**src/sts_pkg.sv**
```systemverilog
// shared types, codes and character helpers for the s-expression token scanner
package sts_pkg;

	// scan mode codes
	localparam logic [1:0] MODE_IDLE   = 2'd0;
	localparam logic [1:0] MODE_NUMBER = 2'd1;
	localparam logic [1:0] MODE_IDENT  = 2'd2;
	localparam logic [1:0] MODE_STRING = 2'd3;

	// token kinds
	localparam logic [2:0] KIND_LPAREN = 3'd3;
	localparam logic [2:0] KIND_RPAREN = 3'd4;

	// characters the scanner reacts to
	localparam logic [7:0] CH_TAB    = 8'd9;
	localparam logic [7:0] CH_LF     = 8'd10;
	localparam logic [7:0] CH_VT     = 8'd11;
	localparam logic [7:0] CH_FF     = 8'd12;
	localparam logic [7:0] CH_CR     = 8'd13;
	localparam logic [7:0] CH_SPACE  = 8'd32;
	localparam logic [7:0] CH_QUOTE  = 8'd34;
	localparam logic [7:0] CH_HASH   = 8'd35;
	localparam logic [7:0] CH_LPAREN = 8'd40;
	localparam logic [7:0] CH_RPAREN = 8'd41;
	localparam logic [7:0] CH_DOT    = 8'd46;
	localparam logic [7:0] CH_ZERO   = 8'd48;
	localparam logic [7:0] CH_NINE   = 8'd57;
	localparam logic [7:0] CH_BSLASH = 8'd92;
	localparam logic [7:0] CH_LOW_F  = 8'd102;
	localparam logic [7:0] CH_LOW_N  = 8'd110;
	localparam logic [7:0] CH_LOW_R  = 8'd114;
	localparam logic [7:0] CH_LOW_T  = 8'd116;
	localparam logic [7:0] CH_LOW_V  = 8'd118;

	localparam int QUEUE_DEPTH_DEF = 4;

	typedef struct packed {
		logic [7:0] token_char;
		logic [2:0] token_kind;
		logic       token_end;
	} result_t;

	// all results caused by one source byte
	typedef struct packed {
		logic [1:0]       count;
		result_t [1:0]    res;
	} pkt_t;

	function automatic logic is_ws(input logic [7:0] c);
		return c == CH_TAB || c == CH_CR || c == CH_FF || c == CH_LF || c == CH_SPACE;
	endfunction

	function automatic logic is_paren(input logic [7:0] c);
		return c == CH_LPAREN || c == CH_RPAREN;
	endfunction

	function automatic logic is_dec_char(input logic [7:0] c);
		return c >= CH_ZERO && c <= CH_NINE;
	endfunction

	function automatic logic [7:0] translate(input logic [7:0] c);
		logic [7:0] t;
		case (c)
			CH_LOW_N: t = CH_LF;
			CH_LOW_T: t = CH_TAB;
			CH_LOW_R: t = CH_CR;
			CH_LOW_F: t = CH_FF;
			CH_LOW_V: t = CH_VT;
			default:  t = c;
		endcase
		return t;
	endfunction

	function automatic logic [2:0] mode_kind(input logic [1:0] m);
		return {1'b0, m - 2'd1};
	endfunction

	function automatic result_t make_res(input logic [7:0] ch, input logic [2:0] kind,
		input logic last);
		result_t r;
		r.token_char = ch;
		r.token_kind = kind;
		r.token_end  = last;
		return r;
	endfunction

endpackage

```
**src/sts_if.sv**
```systemverilog
// handshake channels of the token scanner: source bytes, result packets, token words
interface sts_src_if;
	logic       valid;
	logic       ready;
	logic [7:0] source_char;
	logic       end_of_source;
	modport source(output valid, source_char, end_of_source, input ready);
	modport sink(input valid, source_char, end_of_source, output ready);
endinterface

interface sts_pkt_if;
	logic           valid;
	logic           ready;
	sts_pkg::pkt_t  pkt;
	modport source(output valid, pkt, input ready);
	modport sink(input valid, pkt, output ready);
endinterface

interface sts_tok_if;
	logic       valid;
	logic       ready;
	logic [7:0] token_char;
	logic [2:0] token_kind;
	logic       token_end;
	logic       run_last;
	modport source(output valid, token_char, token_kind, token_end, run_last, input ready);
	modport sink(input valid, token_char, token_kind, token_end, run_last, output ready);
endinterface

```
**src/sts_front.sv**
```systemverilog
// front end: takes source bytes, tracks the scan state and forms result packets
module sts_front (
	input logic          clk,
	input logic          arst_n,
	sts_src_if.sink      src,
	sts_pkt_if.source    pkt
);
	import sts_pkg::*;

	logic [1:0] mode_q, mode_d;
	logic       esc_q, esc_d;
	logic       cmt_q, cmt_d;
	logic [7:0] hc_q, hc_d;
	logic       hv_q, hv_d;
	pkt_t       pkt_d;
	logic       accept;

	always_comb begin
		logic [7:0] c;
		logic [7:0] app_c;
		logic       do_scan;
		logic       fin;
		logic       idle;
		logic       app;
		logic [1:0] cnt;

		mode_d  = mode_q;
		esc_d   = esc_q;
		cmt_d   = cmt_q;
		hc_d    = hc_q;
		hv_d    = hv_q;
		pkt_d   = '0;
		cnt     = 2'd0;
		c       = src.source_char;
		app_c   = c;
		do_scan = 1'b0;
		fin     = 1'b0;
		idle    = 1'b0;
		app     = 1'b0;

		// comment skip up to newline
		if (cmt_q) begin
			if (c == CH_LF) begin
				cmt_d   = 1'b0;
				do_scan = 1'b1;
			end
		end else if (c == CH_HASH && mode_q != MODE_STRING) begin
			cmt_d = 1'b1;
		end else begin
			do_scan = 1'b1;
		end

		if (do_scan) begin
			case (mode_q)
				MODE_IDLE: idle = 1'b1;
				MODE_STRING: begin
					if (esc_q) begin
						esc_d = 1'b0;
						app   = 1'b1;
						app_c = translate(c);
					end else if (c == CH_QUOTE) begin
						fin = 1'b1;
					end else if (c == CH_BSLASH) begin
						esc_d = 1'b1;
					end else begin
						app = 1'b1;
					end
				end
				MODE_NUMBER, MODE_IDENT: begin
					if (!is_ws(c) && !is_paren(c)) begin
						// a non-number char ends the number and is rescanned
						if (mode_q == MODE_NUMBER && !is_dec_char(c) && c != CH_DOT) begin
							fin  = 1'b1;
							idle = 1'b1;
						end else begin
							app = 1'b1;
						end
					end else begin
						fin  = 1'b1;
						idle = is_paren(c);
					end
				end
				default: idle = 1'b1;
			endcase
		end

		if (fin) begin
			if (hv_d && mode_d != MODE_IDLE) begin
				pkt_d.res[cnt[0]] = make_res(hc_d, mode_kind(mode_d), 1'b1);
				cnt = cnt + 2'd1;
			end
			hv_d   = 1'b0;
			mode_d = MODE_IDLE;
			esc_d  = 1'b0;
		end

		if (idle) begin
			if (is_dec_char(c)) begin
				mode_d = MODE_NUMBER;
				app    = 1'b1;
			end else if (is_ws(c)) begin
				mode_d = MODE_IDLE;
			end else if (c == CH_LPAREN) begin
				pkt_d.res[cnt[0]] = make_res(c, KIND_LPAREN, 1'b1);
				cnt = cnt + 2'd1;
			end else if (c == CH_RPAREN) begin
				pkt_d.res[cnt[0]] = make_res(c, KIND_RPAREN, 1'b1);
				cnt = cnt + 2'd1;
			end else if (c == CH_QUOTE) begin
				mode_d = MODE_STRING;
				hv_d   = 1'b0;
			end else begin
				mode_d = MODE_IDENT;
				app    = 1'b1;
			end
		end

		// held char goes out once its successor is known
		if (app) begin
			if (hv_d) begin
				pkt_d.res[cnt[0]] = make_res(hc_d, mode_kind(mode_d), 1'b0);
				cnt = cnt + 2'd1;
			end
			hc_d = app_c;
			hv_d = 1'b1;
		end

		if (src.end_of_source) begin
			if (hv_d && mode_d != MODE_IDLE) begin
				pkt_d.res[cnt[0]] = make_res(hc_d, mode_kind(mode_d), 1'b1);
				cnt = cnt + 2'd1;
			end
			hv_d   = 1'b0;
			mode_d = MODE_IDLE;
			esc_d  = 1'b0;
			cmt_d  = 1'b0;
		end

		pkt_d.count = cnt;
	end

	assign src.ready = pkt.ready;
	assign accept    = src.valid && src.ready;
	assign pkt.valid = accept && pkt_d.count != 2'd0;
	assign pkt.pkt   = pkt_d;

	always_ff @(posedge clk or negedge arst_n) begin
		if (!arst_n) begin
			mode_q <= MODE_IDLE;
			esc_q  <= 1'b0;
			cmt_q  <= 1'b0;
			hc_q   <= 8'd0;
			hv_q   <= 1'b0;
		end else if (accept) begin
			mode_q <= mode_d;
			esc_q  <= esc_d;
			cmt_q  <= cmt_d;
			hc_q   <= hc_d;
			hv_q   <= hv_d;
		end
	end

endmodule

```
**src/sts_queue.sv**
```systemverilog
// small packet queue between the front end and the output side
module sts_queue #(
	parameter int DEPTH = sts_pkg::QUEUE_DEPTH_DEF
) (
	input logic          clk,
	input logic          arst_n,
	sts_pkt_if.sink      wr,
	sts_pkt_if.source    rd
);
	import sts_pkg::*;

	localparam int PTR_W = (DEPTH > 1) ? $clog2(DEPTH) : 1;
	localparam int CNT_W = $clog2(DEPTH + 1);

	pkt_t             mem_q [DEPTH];
	logic [PTR_W-1:0] wr_ptr_q;
	logic [PTR_W-1:0] rd_ptr_q;
	logic [CNT_W-1:0] cnt_q;
	logic             push;
	logic             pop;

	assign wr.ready = cnt_q != CNT_W'(DEPTH);
	assign rd.valid = cnt_q != '0;
	assign rd.pkt   = mem_q[rd_ptr_q];
	assign push     = wr.valid && wr.ready;
	assign pop      = rd.valid && rd.ready;

	always_ff @(posedge clk) begin
		if (push) begin
			mem_q[wr_ptr_q] <= wr.pkt;
		end
	end

	always_ff @(posedge clk or negedge arst_n) begin
		if (!arst_n) begin
			wr_ptr_q <= '0;
			rd_ptr_q <= '0;
			cnt_q    <= '0;
		end else begin
			if (push) begin
				wr_ptr_q <= (wr_ptr_q == PTR_W'(DEPTH - 1)) ? '0 : wr_ptr_q + 1'b1;
			end
			if (pop) begin
				rd_ptr_q <= (rd_ptr_q == PTR_W'(DEPTH - 1)) ? '0 : rd_ptr_q + 1'b1;
			end
			if (push && !pop) begin
				cnt_q <= cnt_q + 1'b1;
			end else if (pop && !push) begin
				cnt_q <= cnt_q - 1'b1;
			end
		end
	end

endmodule

```
**src/sts_back.sv**
```systemverilog
// output side: splits packets into token words behind an output register
module sts_back (
	input logic          clk,
	input logic          arst_n,
	sts_pkt_if.sink      pkt,
	sts_tok_if.source    tok
);
	import sts_pkg::*;

	logic    ov_q;
	logic    sec_q;
	result_t out_q;
	logic    last_q;
	result_t hold_q;
	logic    load;

	assign load      = !ov_q || tok.ready;
	assign pkt.ready = load && !sec_q;

	assign tok.valid      = ov_q;
	assign tok.token_char = out_q.token_char;
	assign tok.token_kind = out_q.token_kind;
	assign tok.token_end  = out_q.token_end;
	assign tok.run_last   = last_q;

	always_ff @(posedge clk) begin
		if (load) begin
			if (sec_q) begin
				out_q  <= hold_q;
				last_q <= 1'b1;
			end else if (pkt.valid) begin
				out_q  <= pkt.pkt.res[0];
				last_q <= pkt.pkt.count == 2'd1;
				hold_q <= pkt.pkt.res[1];
			end
		end
	end

	always_ff @(posedge clk or negedge arst_n) begin
		if (!arst_n) begin
			ov_q  <= 1'b0;
			sec_q <= 1'b0;
		end else if (load) begin
			if (sec_q) begin
				ov_q  <= 1'b1;
				sec_q <= 1'b0;
			end else if (pkt.valid) begin
				ov_q  <= 1'b1;
				// second word of a two-word packet follows next
				sec_q <= pkt.pkt.count == 2'd2;
			end else begin
				ov_q <= 1'b0;
			end
		end
	end

endmodule

```
**src/sexpr_token_scanner_core.sv**
```systemverilog
// Streaming s-expression lexer: one source byte in per word, token characters out.
// The front end takes one source byte every cycle while its packet queue has room;
// its whole scan-state update (mode, escape, comment, held character) is registered
// on each accepted byte, so a byte can follow in the next cycle. A byte causes
// zero, one or two token words, which pass through a QUEUE_DEPTH-entry packet queue
// to the output side; that side sends one token word per cycle from a registered
// output while the sink is ready, two words of one byte in turn. Results are
// registered in the packet queue, then in the output register. The last character
// of each token is held back until the next byte shows that the token has ended.
module sexpr_token_scanner_core #(
	parameter int QUEUE_DEPTH = sts_pkg::QUEUE_DEPTH_DEF
) (
	input logic          clk,
	input logic          arst_n,
	sts_src_if.sink      src,
	sts_tok_if.source    tok
);
	import sts_pkg::*;

	sts_pkt_if front_pkt ();
	sts_pkt_if back_pkt ();

	sts_front u_front (
		.clk    (clk),
		.arst_n (arst_n),
		.src    (src),
		.pkt    (front_pkt)
	);

	sts_queue #(
		.DEPTH (QUEUE_DEPTH)
	) u_queue (
		.clk    (clk),
		.arst_n (arst_n),
		.wr     (front_pkt),
		.rd     (back_pkt)
	);

	sts_back u_back (
		.clk    (clk),
		.arst_n (arst_n),
		.pkt    (back_pkt),
		.tok    (tok)
	);

endmodule

```
**src/flat_wrapper.sv**
```systemverilog
// flat-port wrapper written by rule: the top's interface ports become plain ports
module sexpr_token_scanner_core_flat import sts_pkg::*;
#(
	parameter int QUEUE_DEPTH = sts_pkg::QUEUE_DEPTH_DEF
)
  (clk, arst_n, src_valid, src_source_char, src_end_of_source, src_ready, tok_valid, tok_token_char, tok_token_kind, tok_token_end, tok_run_last, tok_ready);
  sts_src_if src_i ();
  sts_tok_if tok_i ();
  input logic clk;
  input logic arst_n;
  input wire logic [$bits(src_i.valid)-1:0] src_valid;
  input wire logic [$bits(src_i.source_char)-1:0] src_source_char;
  input wire logic [$bits(src_i.end_of_source)-1:0] src_end_of_source;
  output wire logic [$bits(src_i.ready)-1:0] src_ready;
  output wire logic [$bits(tok_i.valid)-1:0] tok_valid;
  output wire logic [$bits(tok_i.token_char)-1:0] tok_token_char;
  output wire logic [$bits(tok_i.token_kind)-1:0] tok_token_kind;
  output wire logic [$bits(tok_i.token_end)-1:0] tok_token_end;
  output wire logic [$bits(tok_i.run_last)-1:0] tok_run_last;
  input wire logic [$bits(tok_i.ready)-1:0] tok_ready;
  assign src_i.valid = src_valid;
  assign src_i.source_char = src_source_char;
  assign src_i.end_of_source = src_end_of_source;
  assign src_ready = src_i.ready;
  assign tok_valid = tok_i.valid;
  assign tok_token_char = tok_i.token_char;
  assign tok_token_kind = tok_i.token_kind;
  assign tok_token_end = tok_i.token_end;
  assign tok_run_last = tok_i.run_last;
  assign tok_i.ready = tok_ready;
  sexpr_token_scanner_core #(.QUEUE_DEPTH(QUEUE_DEPTH)) u_core (.clk(clk), .arst_n(arst_n), .src(src_i), .tok(tok_i));
endmodule
```
**config.mk**
```make
export PLATFORM = sky130hd
export DESIGN_NAME = sexpr_token_scanner_core_flat
export DESIGN_NICKNAME = d
export VERILOG_FILES = /design/src/sts_pkg.sv /design/src/sts_if.sv /design/src/sts_front.sv /design/src/sts_queue.sv /design/src/sts_back.sv /design/src/sexpr_token_scanner_core.sv /design/src/flat_wrapper.sv
export SDC_FILE = /design/constraint.sdc
export NUM_CORES = 1
export LEC_CHECK = 0
export ABC_AREA = 1
export BUFFER_PORTS_ARGS = -buffer_cell sky130_fd_sc_hd__buf_2
export CORE_UTILIZATION = 35
export DETAILED_ROUTE_END_ITERATION = 6
export SLEW_MARGIN = 20
export SYNTH_ARGS = -nofsm -noshare
export SYNTH_HDL_FRONTEND = slang
export SYNTH_SLANG_ARGS = --single-unit
```
**constraint.sdc**
```tcl
create_clock -name clk -period 8.44 [get_ports clk]
set_input_delay 0.844 -clock clk [delete_from_list [all_inputs] [get_ports clk]]
set_output_delay 0.844 -clock clk [all_outputs]
set_load 0.01 [all_outputs]
```
Word level (Yosys, flattened, before mapping) --
Memory sizes are Yosys's and may differ from the RTL's. Cells that the tools add are included.
Storage, ports and cells: flip-flop bits (word level) 47, bits of input ports 13, memories kept 1, word-level logic and storage cells 207, output and inout bits 15, bits in writable memories 104
Operators by class: equality and inequality tests 25, $lt $le $gt $ge 8, reduce and logical (&&, ||, !) cells 43, mux-type cells 103, add/sub/neg operators 9, bitwise operators 1
Memories:
- u_core.u_queue.mem_q | depth 4, width 26, rd ports 1, clocked after Yosys merged registers in 0, write ports 1, RTL line sts_queue.sv:15 | pkt_t mem_q [DEPTH];
Operator list (number):
- two-way mux 24 bit | 9
- bitwise mux 24 bit | 4
- two-way mux 12 bit | 7
- two-way mux 1 bit | 52
- == test 8 x 7 -> 1 bit (second input constant) | 6
- == test 8 x 6 -> 1 bit (second input constant) | 5
- one-hot mux 8 bit (5 select lines) | 1
- demux 12 bit (select 1 bit) | 3
- two-way mux 2 bit | 18
- == test 8 x 4 -> 1 bit (second input constant) | 4
- two-way mux 8 bit | 4
- logical AND 1 bit | 17
- adder 2 x 1 -> 2 bit (second input constant) | 5
- == test 2 bit (second input constant) | 5
- nonzero test 2 bit | 5
- nonzero test 3 bit | 3
- greater-or-equal comparator 8 x 6 -> 1 bit (second input constant) | 1
- less-or-equal comparator 8 x 6 -> 1 bit (second input constant) | 1
- inequality test 8 x 6 -> 1 bit (second input constant) | 1
- zero test 1 bit | 7
- logical OR 1 bit | 6
- < comparator 1 x 2 -> 1 bit (second input constant) | 3
- two-way mux 3 bit | 2
- one-hot mux 1 bit (2 select lines) | 3
- 12 further kinds | 17

Longest topological paths before layout --
Gate-level depths: netlist (run 1).
word-level depth 30, mapped depth 33, gate-level depth less buffers 32

Cells and area by module --
Synthesis (run 1) repeated with hierarchy kept, for this count alone.
Second synthesis, totals: cell total of the unflattened synthesis 758, area total of the unflattened synthesis 7658.6 um2
By module, submodules not included:
- sts_queue | times used 1, cells an instance 362, sequential area each 3298.2 um2, area an instance 4695.8 um2
- sts_front | times used 1, cells an instance 313, sequential area each 325.3 um2, area an instance 1913.1 um2
- sts_back | times used 1, cells an instance 83, sequential area each 800.8 um2, area an instance 1049.8 um2

Worst setup path after synthesis (run 1) --
OpenSTA, ideal clock, no wires.
path kind input -> register, from in src_source_char[4], to mem u_core.u_queue.mem_q[3][0] in the netlist's numbering (enable), cell stages on the path 27, path buffers 1, data arrival time 4.330 ns, slack 3.701 ns, required time 8.031 ns, library setup time 0.409 ns, cells stage by stage inv_2 > nand2_2 > nor2_4 > nand2_2 > inv_2 > nor2_4 > nand3_2 > nand2_1 > nand2_2 > nand3_2 > buf_6 > ha_1 > nor2_1 > inv_1 > nand4_1 > nor2_1 > nor2_4 > ha_1 > inv_1 > nand2_1 > nand2_1 > inv_1 > nand2_2 > nand2_2 > nand2_2 > nand2_2 > nor2_1
On the way: cells in the longest elaborated chain, start to end 28, elaborated cells on any way between the ends 86, classes of those cells 3 x add/sub; 2 x order compare; 11 x eq/ne; 52 x mux; 18 x reduce/logical
Ends and longest elaborated chain:
- start, declared | RTL line flat_wrapper.sv:12 | input wire logic [$bits(src_i.source_char)-1:0] src_source_char;
- parallel branches: the longest is 22 deep, another holds greater-or-equal comparator 8 x 6 -> 1 bit
- two-way mux 2 bit (*) | RTL line sts_front.sv:128 | if (src.end_of_source) begin
- nonzero test 2 bit (*) | RTL line sts_front.sv:144 | assign pkt.valid = accept && pkt_d.count != 2'd0;
- logical AND 1 bit (*) | RTL line sts_front.sv:144
- logical AND 1 bit (*) | RTL line sts_queue.sv:25 | assign push = wr.valid && wr.ready;
- two-way mux 1 bit (*) | RTL line sts_queue.sv:29 | if (push) begin
- two-way mux 1 bit (implied by the code) (*) | RTL line sts_queue.sv:30 | mem_q[wr_ptr_q] <= wr.pkt;
- end, declared | RTL line sts_queue.sv:15
Mark *: on every way between the ends.

Worst setup path after layout (run 1) --
from in src_source_char[4], to reg u_core.u_queue.cnt_q[2]
On the way: cells in the longest elaborated chain, start to end 29, elaborated cells on any way between the ends 89, classes of those cells 3 x add/sub; 2 x order compare; 11 x eq/ne; 51 x mux; 22 x reduce/logical
Ends and longest elaborated chain:
- parallel branches: the longest is 22 deep, another holds greater-or-equal comparator 8 x 6 -> 1 bit
- two-way mux 2 bit (*) | RTL line sts_front.sv:128
- nonzero test 2 bit (*) | RTL line sts_front.sv:144
- logical AND 1 bit (*) | RTL line sts_front.sv:144
- logical AND 1 bit (*) | RTL line sts_queue.sv:25
- via u_core.u_queue.push | RTL line sts_queue.sv:19 | logic push;
- zero test 1 bit | RTL line sts_queue.sv:48 | end else if (pop && !push) begin
- logical AND 1 bit | RTL line sts_queue.sv:48
- nonzero test 2 bit (no line)
- end signal, assigned | RTL line sts_queue.sv:47 | cnt_q <= cnt_q + 1'b1;
- end signal, assigned | RTL line sts_queue.sv:49 | cnt_q <= cnt_q - 1'b1;
- end, declared | RTL line sts_queue.sv:18 | logic [CNT_W-1:0] cnt_q;
Mark *: on every way through the listed nets, which the timed path passes. A chain may end at the register's enable or synchronous reset.

==> metrics list, run 1 <==
* Clock tree from TritonCTS: built
- Between clock sinks in the finished design, the worst skew comes to 5.91 ps.
- Slew headroom: 48.3%
* Final Cycle Share: 52.8%
- Entering global routing, the biggest net connects 55 pins.
* Die area: 0.0207 mm2
- Across the VDD grid, the largest voltage drop is 0.153 mV.
- The number of global-route vias before repair came to 4,584.
* Antenna violations before repair: 0
- Area growth from synthesis to final layout: 15.6%
- Power Internal: 1.88 mW
* Clock Path Buffers: 2
- Most used DFF post-synth: edfxtp_1
* Total net switching power: 0.983 mW
- Final weighted congestion in routability-driven placement: 0.871
- For this run, the number of Yosys warnings is 0.
- Sequential cell fraction of total power: 39.2%
- For this configuration, the core starts out at a cell density of 35.9%.
- Synthesis produced 692 cells.
* Via count: 4,839
* Clock latency at the later pin of the worst-skew pair: 420 ps
- RSZ-0062 raised after global routing: no
- The flow ran to the end, and the final reports show no timing, DRC or antenna violations.
- In the post-synthesis netlist, the biggest area contributors are edfxtp_1 55%, dfrtp_1 7.8%, o21ai_0 7.0%.
- Placement-stage worst setup slack: 3540 ps
- Pin slew with the least headroom to its limit: 771 ps
* Class of the tightest hold or removal check: in -> async
- Counting every net in the synthesized netlist gives 719.
* Filler-free cell count of the finished design: 1,001
* Cts bufs inserted: 17
- The worst register-to-register path begins at u_core.u_front.mode_q[0]$_DFFE_PN0P_.
- Together, buffers and inverters on the worst path number 8.
* Post-CTS sizing: 0
- FF-to-FF path depth: 28
- Top cell types by occurrence after synthesis: 129 x edfxtp_1, 128 x nor2_1, 99 x o21ai_0
* CP Class: in -> reg
- Die Height: 144 um
* Netlist area before placement: 0.00704 mm2
- Vias per std cell: 4.83
* 1st-iter DRT viols: 324
* Largest delay contributor family on the critical path: simple AND/OR/NAND/NOR gates
- The synthesized design contains 151 register bits.
* Post-CTS Setup Inserts: 0
- # placed instances: 969
- The finished cells cover 0.00813 mm2.
- The critical path ends at u_core.u_queue.cnt_q[2]$_DFFE_PN0P_.
- Of all nets on the critical path, the largest fanout is 12.
* Number of buffers inserted by hold repair at cts: 0
- After clock tree synthesis, the clock-pin slew on the worst setup and hold paths is 60 ps.
- The routed design has 14.9 mm of wire.
* Overall Global Routing Usage: 15.6%
* Post-layout nets: 750
* Worst-path cell with the longest stage delay: ha_1
- The H-tree generated during clock tree synthesis spans 4 levels.
* Final max-slew violation count: 0
* Num Clock Sinks: 151
- Clock share of power: 29.3%
- Number of placement rows: 51
* Core region area: 0.0196 mm2
- Sw Share: 34.3%
* Number of port buffers: 27
- Total count of hold-check failures in the final report: 0
* Count of flip-flops with a built-in enable after synthesis: 129
- Worst setup startpoint: src_source_char[4]
- Setup slack on the worst reg-to-reg path comes out at 4130 ps.
- In this run the clock root is driven by a clkbuf_16.
- The worst setup path is launched from an input port.
- Static timing analysis puts the maximum clock frequency at 0.224 GHz.
* Placed standard-cell area: 0.00747 mm2
- Synth cell types: 36
- The critical path runs through a total of 33 cells.
- The first global-routing pass estimated 24.0 mm of wire.
* Residual DRC count: 0
- For this run, asynchronously set or reset flops after synthesis account for 14.6%.
* Fillers: 1,879
- Fraction of layout instances using a drive strength above 1: 14.9%
- Data arrives at the worst endpoint at 4760 ps.
* Leading cell type by number of instances after synthesis: edfxtp_1
- edfxtp_1 takes more of the synthesized area than any other cell.
- The repair_antennas step left the layout with diodes totalling 0.
* Post-route minimum period: 4460 ps
- Largest stage delay on the critical path: 370 ps
- Minimum hold slack: 402 ps
* Worst setup slack after layout: 3980 ps
- In this design, the critical path's most frequently occurring cell is nand2_2.
- After legalization and detailed placement, the total HPWL measured 9.66 mm.
* Leakage power of the design: 3.26 nW
- Sort of element at the end of the critical path: flop
- Power density over the cells: 352 mW/mm2
- Setup violations, final: 0
* Worst EP required: 8740 ps
* Number of nets with antenna violations after detailed routing: 0
* Part of the Yosys area used for sequential elements: 62.9%
- Averaged over all synthesized cells, the footprint is 10.2 um2.
- DR WL/cell: 14.8 um
- Top-area cell type share of the netlist area: 55.1%
- Total grt overflow: 0
- Sum of negative setup slack: 0 ps
- The worst register-to-register path ends at u_core.u_queue.cnt_q[2]$_DFFE_PN0P_.
- Pin placement for this block handled 28 I/O pins.
* Combinational Power Share: 31.5%
- The first TritonRoute pass finished after 5 iterations.
- # Max-Cap Violations: 0
* Horizontal die dimension: 144 um
==> sequential cells by signal, indices dropped and copies added, names as in the netlist <==
| register | cells |
|---|---|
| u_core.u_front.hv_q | 1 |
| u_core.u_queue.rd_ptr_q | 2 |
| u_core.u_back.hold_q | 12 |
| u_core.u_back.tok.token_end | 1 |
| u_core.u_back.tok.token_kind | 3 |
| u_core.u_queue.mem_q | 104 |
| u_core.u_back.tok.valid | 1 |
| u_core.u_back.tok.run_last | 1 |
| u_core.u_front.mode_q | 2 |
| u_core.u_front.cmt_q | 1 |
| u_core.u_front.esc_q | 1 |
| u_core.u_queue.cnt_q | 3 |
| u_core.u_back.tok.token_char | 8 |
| u_core.u_front.hc_q | 8 |
| u_core.u_queue.wr_ptr_q | 2 |
| u_core.u_back.sec_q | 1 |
==> metrics by stage <==
step / power (mW) / utilization (%)
after floorplan: 1.76 / -
after global placement: 2.03 / 38.2
after detailed placement: 2.04 / 38.2
after CTS: 2.88 / 41.5
after global routing: 3.05 / 41.5
final: 2.86 / 41.5
==> worst min path at each step <==
stage,start,end,cells after the start
floorplan,u_core.u_queue.cnt_q[2]$_DFFE_PN0P_,u_core.u_queue.cnt_q[2]$_DFFE_PN0P_,1
global placement,u_core.u_queue.cnt_q[2]$_DFFE_PN0P_,u_core.u_queue.cnt_q[2]$_DFFE_PN0P_,1
detailed placement,u_core.u_queue.cnt_q[2]$_DFFE_PN0P_,u_core.u_queue.cnt_q[2]$_DFFE_PN0P_,1
CTS,arst_n,u_core.u_back.sec_q$_DFFE_PN0N_,1
global route,arst_n,u_core.u_queue.rd_ptr_q[1]$_DFFE_PN0P_,1
finish,arst_n,u_core.u_back.sec_q$_DFFE_PN0N_,1
==> cells by family (layout without fill, tap and decap cells) <==
group	count (synthesis)	in the layout	share of synthesized area [%]
AOI/OAI and AO/OA	153	153	11.9
xor gates and xnor gates	2	2	0.249
adders and majority gates	14	14	2.60
buffers and inverters	100	144	5.50
DFF	151	151	62.9
muxes	1	1	0.160
and+or+nand+nor	271	271	16.7
==> routing by layer <==
| layer | vias up | share of wire [%] | wire, um | global-route usage, % |
|---|---|---|---|---|
| met3 | 20 | 3.6 | 533 | 3.37 |
| met2 | 100 | 46 | 6870 | 25.1 |
| li1 | 2442 | - | - | - |
| met5 | - | 0 | 0 | 0 |
| met1 | 2277 | 49 | 7220 | 20.6 |
| met4 | 0 | 1.6 | 239 | 5.82 |
==> area by class of cell <==
type / count / area, um2 / area share (%)
repair buffers: 35 / 195 / 2.40
well taps: 265 / 332 / 4.08
flip-flops and latches: 151 / 4420 / 54.4
inverters: 77 / 289 / 3.55
clock inverters: 15 / 230 / 2.83
clock buffers: 17 / 425 / 5.23
multi-input cells: 441 / 2230 / 27.5
==> layout by cell type, fill, tap and decap left out <==
cell       count
a21oi_2        1
nand4_1        4
o21ai_1        2
inv_1         61
a21o_1         1
xnor2_1        2
buf_4          8
buf_2         27
o21ai_0       99
nand2_2       10
inv_2         13
bufinv_16      6
nand2_4        3
nand3_2        4
ha_1          13
nor2_4         3
clkbuf_16     17
a31oi_1       13
clkinv_2       5
a32o_1         1
mux2_2         1
nand2_1       85
clkinv_1       5
nor2_2        10
nor2_1       124
dfrtp_1       22
a21oi_1       11
nor4_1         3
o211ai_1       3
o32ai_1        1
nor3_1         6
edfxtp_1     129
a22oi_1        1
o31ai_1        4
nand3_1       19
inv_6          2
fa_1           1
o22ai_1       16
==> power groups by stage <==
stage	logic (mW)	clock network, mW	registers, mW
3_5_place_dp	0.905	0	1.14
2_1_floorplan	0.610	0	1.15
4_1_cts	0.909	0.851	1.12
3_3_place_gp	0.896	0	1.14
6_report	0.901	0.839	1.12
5_1_grt	1.03	0.880	1.14
Power figures use the tool's default switching activity.
==> run 2: changes to the inputs <==
==> constraint.sdc (replaced) <==
create_clock -name clk -period 3.65 [get_ports clk]
set_input_delay 0.365 -clock clk [delete_from_list [all_inputs] [get_ports clk]]
set_output_delay 0.365 -clock clk [all_outputs]
set_load 0.01 [all_outputs]
==> run 2 against run 1 <==
Against the previous run: critical endpoint is now u_core.u_queue.cnt_q[1]$_DFFE_PN0P_; power up 130%; first-iteration DRC count grew 3.7%; die area is the same.
==> metrics list, run 2 (synthesis results as in run 1) <==
- Status: completed
- Final weighted congestion in routability-driven placement: 0.824
- The die is 144 um tall.
- Number of nets with antenna violations after detailed routing: 0
- For the final routed database, the setup TNS stands at 0 ps.
- In this run the tool buffered the top-level ports with 27 buffer cells.
- The number of global-route vias before repair was 4,809.
* Filler-free cell count of the finished design: 1,075
- Crit Reg-Reg Startpoint: u_core.u_front.mode_q[0]$_DFFE_PN0P_
* Most common cell after layout, fill and taps aside: edfxtp_1
- At the worst endpoint, the required time is 3950 ps.
- The register with the most flip-flops in the layout has 104 of them.
* Clk pin slew, worst setup/hold paths: 60 ps
- In the layout the commonest cells are 129 x edfxtp_1, 122 x nor2_1, 98 x o21ai_0, 83 x nand2_1, 76 x buf_4.
- # Max-Cap Violations: 0
* Number of diodes added for antenna fixing: 0
- Total count of hold-check failures in the final report: 0
- # placed instances: 1,039
* Source of the worst hold timing path: tok_ready
- PnR Total Power: 6.68 mW
* Minimum hold slack: 239 ps
* Residual DRC count: 0
- Arr. time, crit path: 3790 ps
- STA classifies the critical path startpoint as a flop.
- Number of placement rows: 51
- For this design the static power due to leakage is 3.58 nW.
- Along the worst path, the maximum fanout reaches 4.
* Largest stage delay on the critical path: 420 ps
* Die area: 0.0207 mm2
* Total grt overflow: 0
- Total I/O pin count: 28
- Sort of element at the end of the critical path: flop
- Slew headroom: 26.7%
- The total area inside the core boundary comes to 0.0196 mm2.
- Once the floorplan was initialized, standard cells occupied 35.9% of the core.
* Post-Route Utilization: 44.9%
* Critical Path Stages: 24
- Post-layout nets: 824
* CTS Root Buffer Type: clkbuf_16
- Clock tree from TritonCTS: built
- After layout, the worst path uses 95.7% of the clock period.
- Fraction of layout instances using a drive strength above 1: 24.9%
- The worst setup path is of the reg -> reg kind.
- Counting stages on the worst path, the most repeated cell is inv_2.
- Global-route wire length before repair: 24.7 mm
- Across the VDD grid, the largest voltage drop is 0.326 mV.
* Area growth from synthesis to final layout: 24.9%
- Post-route clock skew: 8.38 ps
* First-pass DRT Iterations: 4
- FMAX: 0.286 GHz
- The cell family contributing the most delay on the critical path is adder cells.
* Class of the tightest hold or removal check: in -> reg
* Num Clock Sinks: 151
- In the final routed layout, each cell accounts on average for 14.1 um.
* Clock Path Buffers: 2
* Power density over the cells: 760 mW/mm2
- Via count: 5,061
- The worst register-to-register path ends at u_core.u_queue.cnt_q[1]$_DFFE_PN0P_.
- For the pin with the worst max-slew slack, the measured transition is 1100 ps.
* Setup violations, final: 0
* Final max-slew violation count: 0
* Maximum number of pins on one net before global-route repair: 55
- The register with the most flip-flops in the final layout is u_core.u_queue.mem_q.
* FF-to-FF path depth: 24
- Cts bufs inserted: 17
- The initial antenna violation count is 0.
- For this run, the total global-route usage over all layers was measured as 15.9%.
- Clock latency at the later pin of the worst-skew pair: 420 ps
* 1st-iter DRT viols: 336
- The routed design could run at a clock period as short as 3490 ps.
* Worst Hold End: u_core.u_back.sec_q$_DFFE_PN0N_
- RSZ-0062 raised after global routing: yes
* Final Routed Wirelength: 15.1 mm
- Leading registers by flop count: u_core.u_queue.mem_q x104, u_core.u_back.hold_q x12
* Horizontal die dimension: 144 um
- Together, buffers and inverters on the worst path number 5.
- Hold Path Cell Cnt: 4
* FF-to-FF setup slack: 160 ps
- Traced cell by cell, the critical path runs through inv_1, ha_1, nand2_1, nand2_2, nand3_2, ha_4, nor2_4, inv_2, nand4_1, nor2_2, nor2_4, ha_4, inv_2, nand2_1, nand2_1, nand3_1, nand2_2, nand2_2, nand2_4, inv_2, ha_4, inv_2, fa_2, mux2_4.
- Worst-path cell with the longest stage delay: fa_2
- The H-tree was split into 4 levels.
- Placed wire-length estimate: 10.0 mm
* Vias per std cell: 4.71
==> run 2: changes by cell type in the layout (fill, tap and decap cells not counted), sizes merged <==
cell / before / now
buf: 35 / 108
clkbuf: 17 / 19
clkinvlp: 0 / 6
dlygate4sd3: 0 / 1
inv: 76 / 75
bufinv: 6 / 2
clkinv: 10 / 7
==> run 2: worst max path at each step <==
stage                                                     from                              endpoint  slack (ps)
after floorplan                             src_source_char[6]  u_core.u_queue.mem_q[0][0]$_DFFE_PP_         -80
after global placement                      src_source_char[6]   u_core.u_queue.cnt_q[1]$_DFFE_PN0P_        -170
after detailed placement                    src_source_char[6]   u_core.u_queue.cnt_q[1]$_DFFE_PN0P_        -220
after CTS                 u_core.u_front.mode_q[1]$_DFFE_PN0P_   u_core.u_queue.cnt_q[1]$_DFFE_PN0P_          30
after global routing      u_core.u_front.mode_q[0]$_DFFE_PN0P_   u_core.u_queue.cnt_q[1]$_DFFE_PN0P_         -30
final                     u_core.u_front.mode_q[0]$_DFFE_PN0P_   u_core.u_queue.cnt_q[1]$_DFFE_PN0P_         160
==> run 2: cell type report <==
class / count / area [um2]
Tap cell: 265 / 332
Clock inverter: 13 / 133
Clock buffer: 19 / 433
Fill cell: 1871 / 10800
Inverter: 77 / 317
Sequential cell: 151 / 4430
Multi-Input combinational cell: 441 / 2340
Timing Repair Buffer: 109 / 807
==> run 2: stage by stage <==
stage          setup WS (ps)  instance area [um2]
2_1_floorplan          -77.0                 7130
3_3_place_gp            -167                 8140
3_5_place_dp            -220                 8140
4_1_cts                 25.6                 8710
5_1_grt                -33.3                 8790
6_report                 158                 8790
==> run 2: repair_timing <==
action	in CTS	in global routing
cloned	0	0
setup endpoints to repair	1	106
pin swaps	0	18
hold buffers	1	0
resized for setup	1	12
hold endpoints to repair	22	0
buffers inserted	0	3
==> run 2: worst min-delay path, cell delays in order <==
cell and delay, ps:
buf_2 80, nor2_1 40, inv_1 60, o32ai_1 60
==> run 2: power breakdown <==
part	internal, mW	total (mW)	leakage, nW	switching, mW
clock network	0.998	1.66	0.258	0.660
logic	0.886	2.41	1.83	1.53
registers	2.47	2.60	1.49	0.136
total	4.35	6.68	3.58	2.32
==> run 2: layer usage <==
metal  vias to the layer above  GRT usage (%)  routed length, um
met5                         -              0                  0
met4                         0           5.43                184
met3                        16           3.67                589
met1                      2358           21.0               7310
li1                       2589              -                  -
met2                        98           25.8               7040
==> run 3: changes to the inputs <==
--- a/config.mk
+++ b/config.mk
@@ -7,7 +7,7 @@
 export LEC_CHECK = 0
 export ABC_AREA = 1
 export BUFFER_PORTS_ARGS = -buffer_cell sky130_fd_sc_hd__buf_2
-export CORE_UTILIZATION = 35
+export CORE_UTILIZATION = 45
 export DETAILED_ROUTE_END_ITERATION = 6
 export SLEW_MARGIN = 20
 export SYNTH_ARGS = -nofsm -noshare
==> constraint.sdc (replaced) <==
create_clock -name clk -period 3.6 [get_ports clk]
set_input_delay 0.36 -clock clk [delete_from_list [all_inputs] [get_ports clk]]
set_output_delay 0.36 -clock clk [all_outputs]
set_load 0.01 [all_outputs]
==> run 3 against run 2 <==
Against the previous run: worst hold slack improved by 9.3 ps; sequential share of layout area increased by 0.38 points; core utilization increased by 12 points; worst setup slack got worse by 52 ps; wire length increased by 5.0%; fmax about the same; power increased by 1.8%; critical endpoint unchanged; via count increased by 4.0%; first-iteration DRC count increased by 25%; clock-buffer cell count increased by 1.
==> metrics list, run 3 (synthesis results as in run 1) <==
- Core region area: 0.0152 mm2
- Cts bufs inserted: 17
* Worst EP required: 3900 ps
- Clock Path Buffers: 2
- RSZ-0062 raised after global routing: yes
- Fraction of layout instances using a drive strength above 1: 25.6%
- In this run the core area contains 45 standard-cell rows.
- The worst register-to-register path has a setup slack of 110 ps.
- # placed instances: 968
- For this block, the routed nets add up to 15.9 mm of wire.
- The analysis attributes to cell leakage a power of 3.62 nW.
- Clock tree from TritonCTS: built
- The initial antenna violation count is 0.
- Post-route minimum period: 3490 ps
* Die Height: 127 um
* Leading registers by flop count: u_core.u_queue.mem_q x104, u_core.u_back.hold_q x12
* Worst Hold End: u_core.u_back.sec_q$_DFFE_PN0N_
* Number of nets with antenna violations after detailed routing: 0
- Dividing total power by cell area gives a power density of 779 mW/mm2.
- Post-layout nets: 830
* Hold Path Cell Cnt: 4
- At the end of routability-driven placement, the weighted congestion stood at 0.838.
- Via count: 5,263
* Total grt overflow: 0
* Worst-path fanout max: 3
- Once the floorplan was initialized, standard cells occupied 46.3% of the core.
- Filler-free cell count of the finished design: 1,002
* CP Class: reg -> reg
* Final max-slew violation count: 0
- Maximum level of the CTS H-tree: 4
- Dividing the detail-routed via count by the number of cells gives 5.25.
- Final Cycle Share: 97.1%
* Total I/O pin count: 28
- Sort of element at the end of the critical path: flop
- Vias in the first global route: 5,010
- Post-Route Utilization: 57.4%
- # Max-Cap Violations: 0
- Total count of hold-check failures in the final report: 0
- For the worst setup path, the data arrival time is 3790 ps.
* Class of the tightest hold or removal check: in -> reg
* Number of port buffers: 27
- The repair_antennas step left the layout with diodes totalling 0.
- The area growth from synthesis to layout is 23.9%.
* Crit Reg-Reg Startpoint: u_core.u_front.mode_q[1]$_DFFE_PN0P_
- Crit Reg-Reg Endpoint: u_core.u_queue.cnt_q[1]$_DFFE_PN0P_
- Status: completed
* Placed wire-length estimate: 10.4 mm
* CTS Root Buffer Type: clkbuf_16
- Global routing used 20.8% of the available tracks across all layers.
* Die area: 0.0161 mm2
- FMAX: 0.286 GHz
- DR WL/cell: 15.8 um
- On the final layout, the worst clock skew is 6.17 ps.
* Source of the worst hold timing path: tok_ready
- The die is 127 um wide.
- Largest register by flop count: u_core.u_queue.mem_q
- The number of cells on the worst reg-to-reg path is 27.
- Measured against its own limit, the worst slew margin works out to 49.8%.
- Num Clock Sinks: 151
- The clock reaches the later pin of the worst-skew pair after 420 ps.
* Residual DRC count: 0
- Fillers: 1,302
- Minimum hold slack: 248 ps
- Global-route wire length before repair: 25.4 mm
- The register with the most flip-flops in the layout has 104 of them.
* Maximum number of pins on one net before global-route repair: 55
* Most frequent cells in the layout: 129 x edfxtp_1, 122 x nor2_1, 96 x o21ai_0, 83 x buf_4, 81 x nand2_1
- STA classifies the critical path startpoint as a flop.
- At the pin with the least slew margin, the transition time is 748 ps.
* Most common cell after layout, fill and taps aside: edfxtp_1
- The first detailed-routing pass took 4 iterations.
- 1st-iter DRT viols: 421
- IR analysis of the VDD net gives a maximum drop of 0.379 mV.
- Clk pin slew, worst setup/hold paths: 60 ps
- Setup violations, final: 0
## run 3: how the worst max path moves through the flow
stage | slack, ps | to | cells after the start | from
after detailed placement | -260 | u_core.u_queue.cnt_q[1]$_DFFE_PN0P_ | 30 | src_source_char[6]
after CTS | 2 | u_core.u_queue.cnt_q[2]$_DFFE_PN0P_ | 29 | u_core.u_front.mode_q[1]$_DFFE_PN0P_
after global routing | -130 | u_core.u_queue.cnt_q[2]$_DFFE_PN0P_ | 28 | u_core.u_front.mode_q[0]$_DFFE_PN0P_
after global placement | -210 | u_core.u_queue.cnt_q[1]$_DFFE_PN0P_ | 30 | src_source_char[6]
final | 110 | u_core.u_queue.cnt_q[1]$_DFFE_PN0P_ | 27 | u_core.u_front.mode_q[1]$_DFFE_PN0P_
after floorplan | -110 | u_core.u_queue.mem_q[0][0]$_DFFE_PP_ | 27 | src_source_char[6]
## run 3: where the power goes
part	internal (mW)	leakage, nW	switching (mW)	total, mW
registers	2.50	1.49	0.133	2.63
logic	0.916	1.86	1.58	2.50
clock network	1.00	0.265	0.654	1.66
total	4.42	3.62	2.37	6.79
## run 3: worst max-delay path, stage by stage (launching register included)
cell	delay, ps
dfrtp_1	390
inv_2	80
ha_2	180
nand3_1	90
nand3_2	90
nand2_1	70
nand2_2	80
nand3_2	100
ha_4	280
nor2_2	30
inv_1	40
nand4_1	80
nor2_2	160
nor2_4	50
ha_4	250
inv_2	30
nand2_2	60
nand2_2	60
inv_2	50
nand2_2	60
nand2_4	70
nand2_4	60
nand2_4	70
inv_2	50
ha_4	160
inv_4	50
fa_2	420
mux2_4	270
## run 3: layout make-up
cell class / count / area [um2] / area share, %
sequential: 151 / 4420 / 50.7
multi-input combinational: 441 / 2350 / 26.9
timing repair buffer: 115 / 848 / 9.73
clock buffer: 20 / 437 / 5.01
inverter: 77 / 319 / 3.66
tap: 188 / 235 / 2.70
clock inverter: 10 / 108 / 1.23
## run 3: what timing repair did
| item | 4_1_cts | 5_1_grt |
|---|---|---|
| buffers inserted | 0 | 3 |
| endpoints found under the hold margin | 22 | 0 |
| hold buffers | 1 | 0 |
| gates resized for setup | 0 | 17 |
| setup endpoints to repair | 0 | 106 |
## run 3: metal layers
| layer | vias to the layer above | GRT usage (%) | wire length (um) |
|---|---|---|---|
| li1 | 2600 | - | - |
| met1 | 2510 | 27.2 | 7300 |
| met2 | 133 | 34.4 | 7670 |
| met3 | 20 | 3.52 | 589 |
| met4 | 0 | 8.75 | 301 |
| met5 | - | 0 | 0 |
## run 3: through the flow
stage / total power, mW / setup TNS [ps] / setup slack, ps / cell area (um2)
6_report: 6.79 / 0 / 106 / 8720
5_1_grt: 7.22 / -217 / -129 / 8720
4_1_cts: 6.78 / 0 / 2.30 / 8640
3_5_place_dp: 5.12 / -5930 / -261 / 8090
3_3_place_gp: 5.05 / -2750 / -210 / 8090
2_1_floorplan: 4.17 / -11890 / -113 / 7130
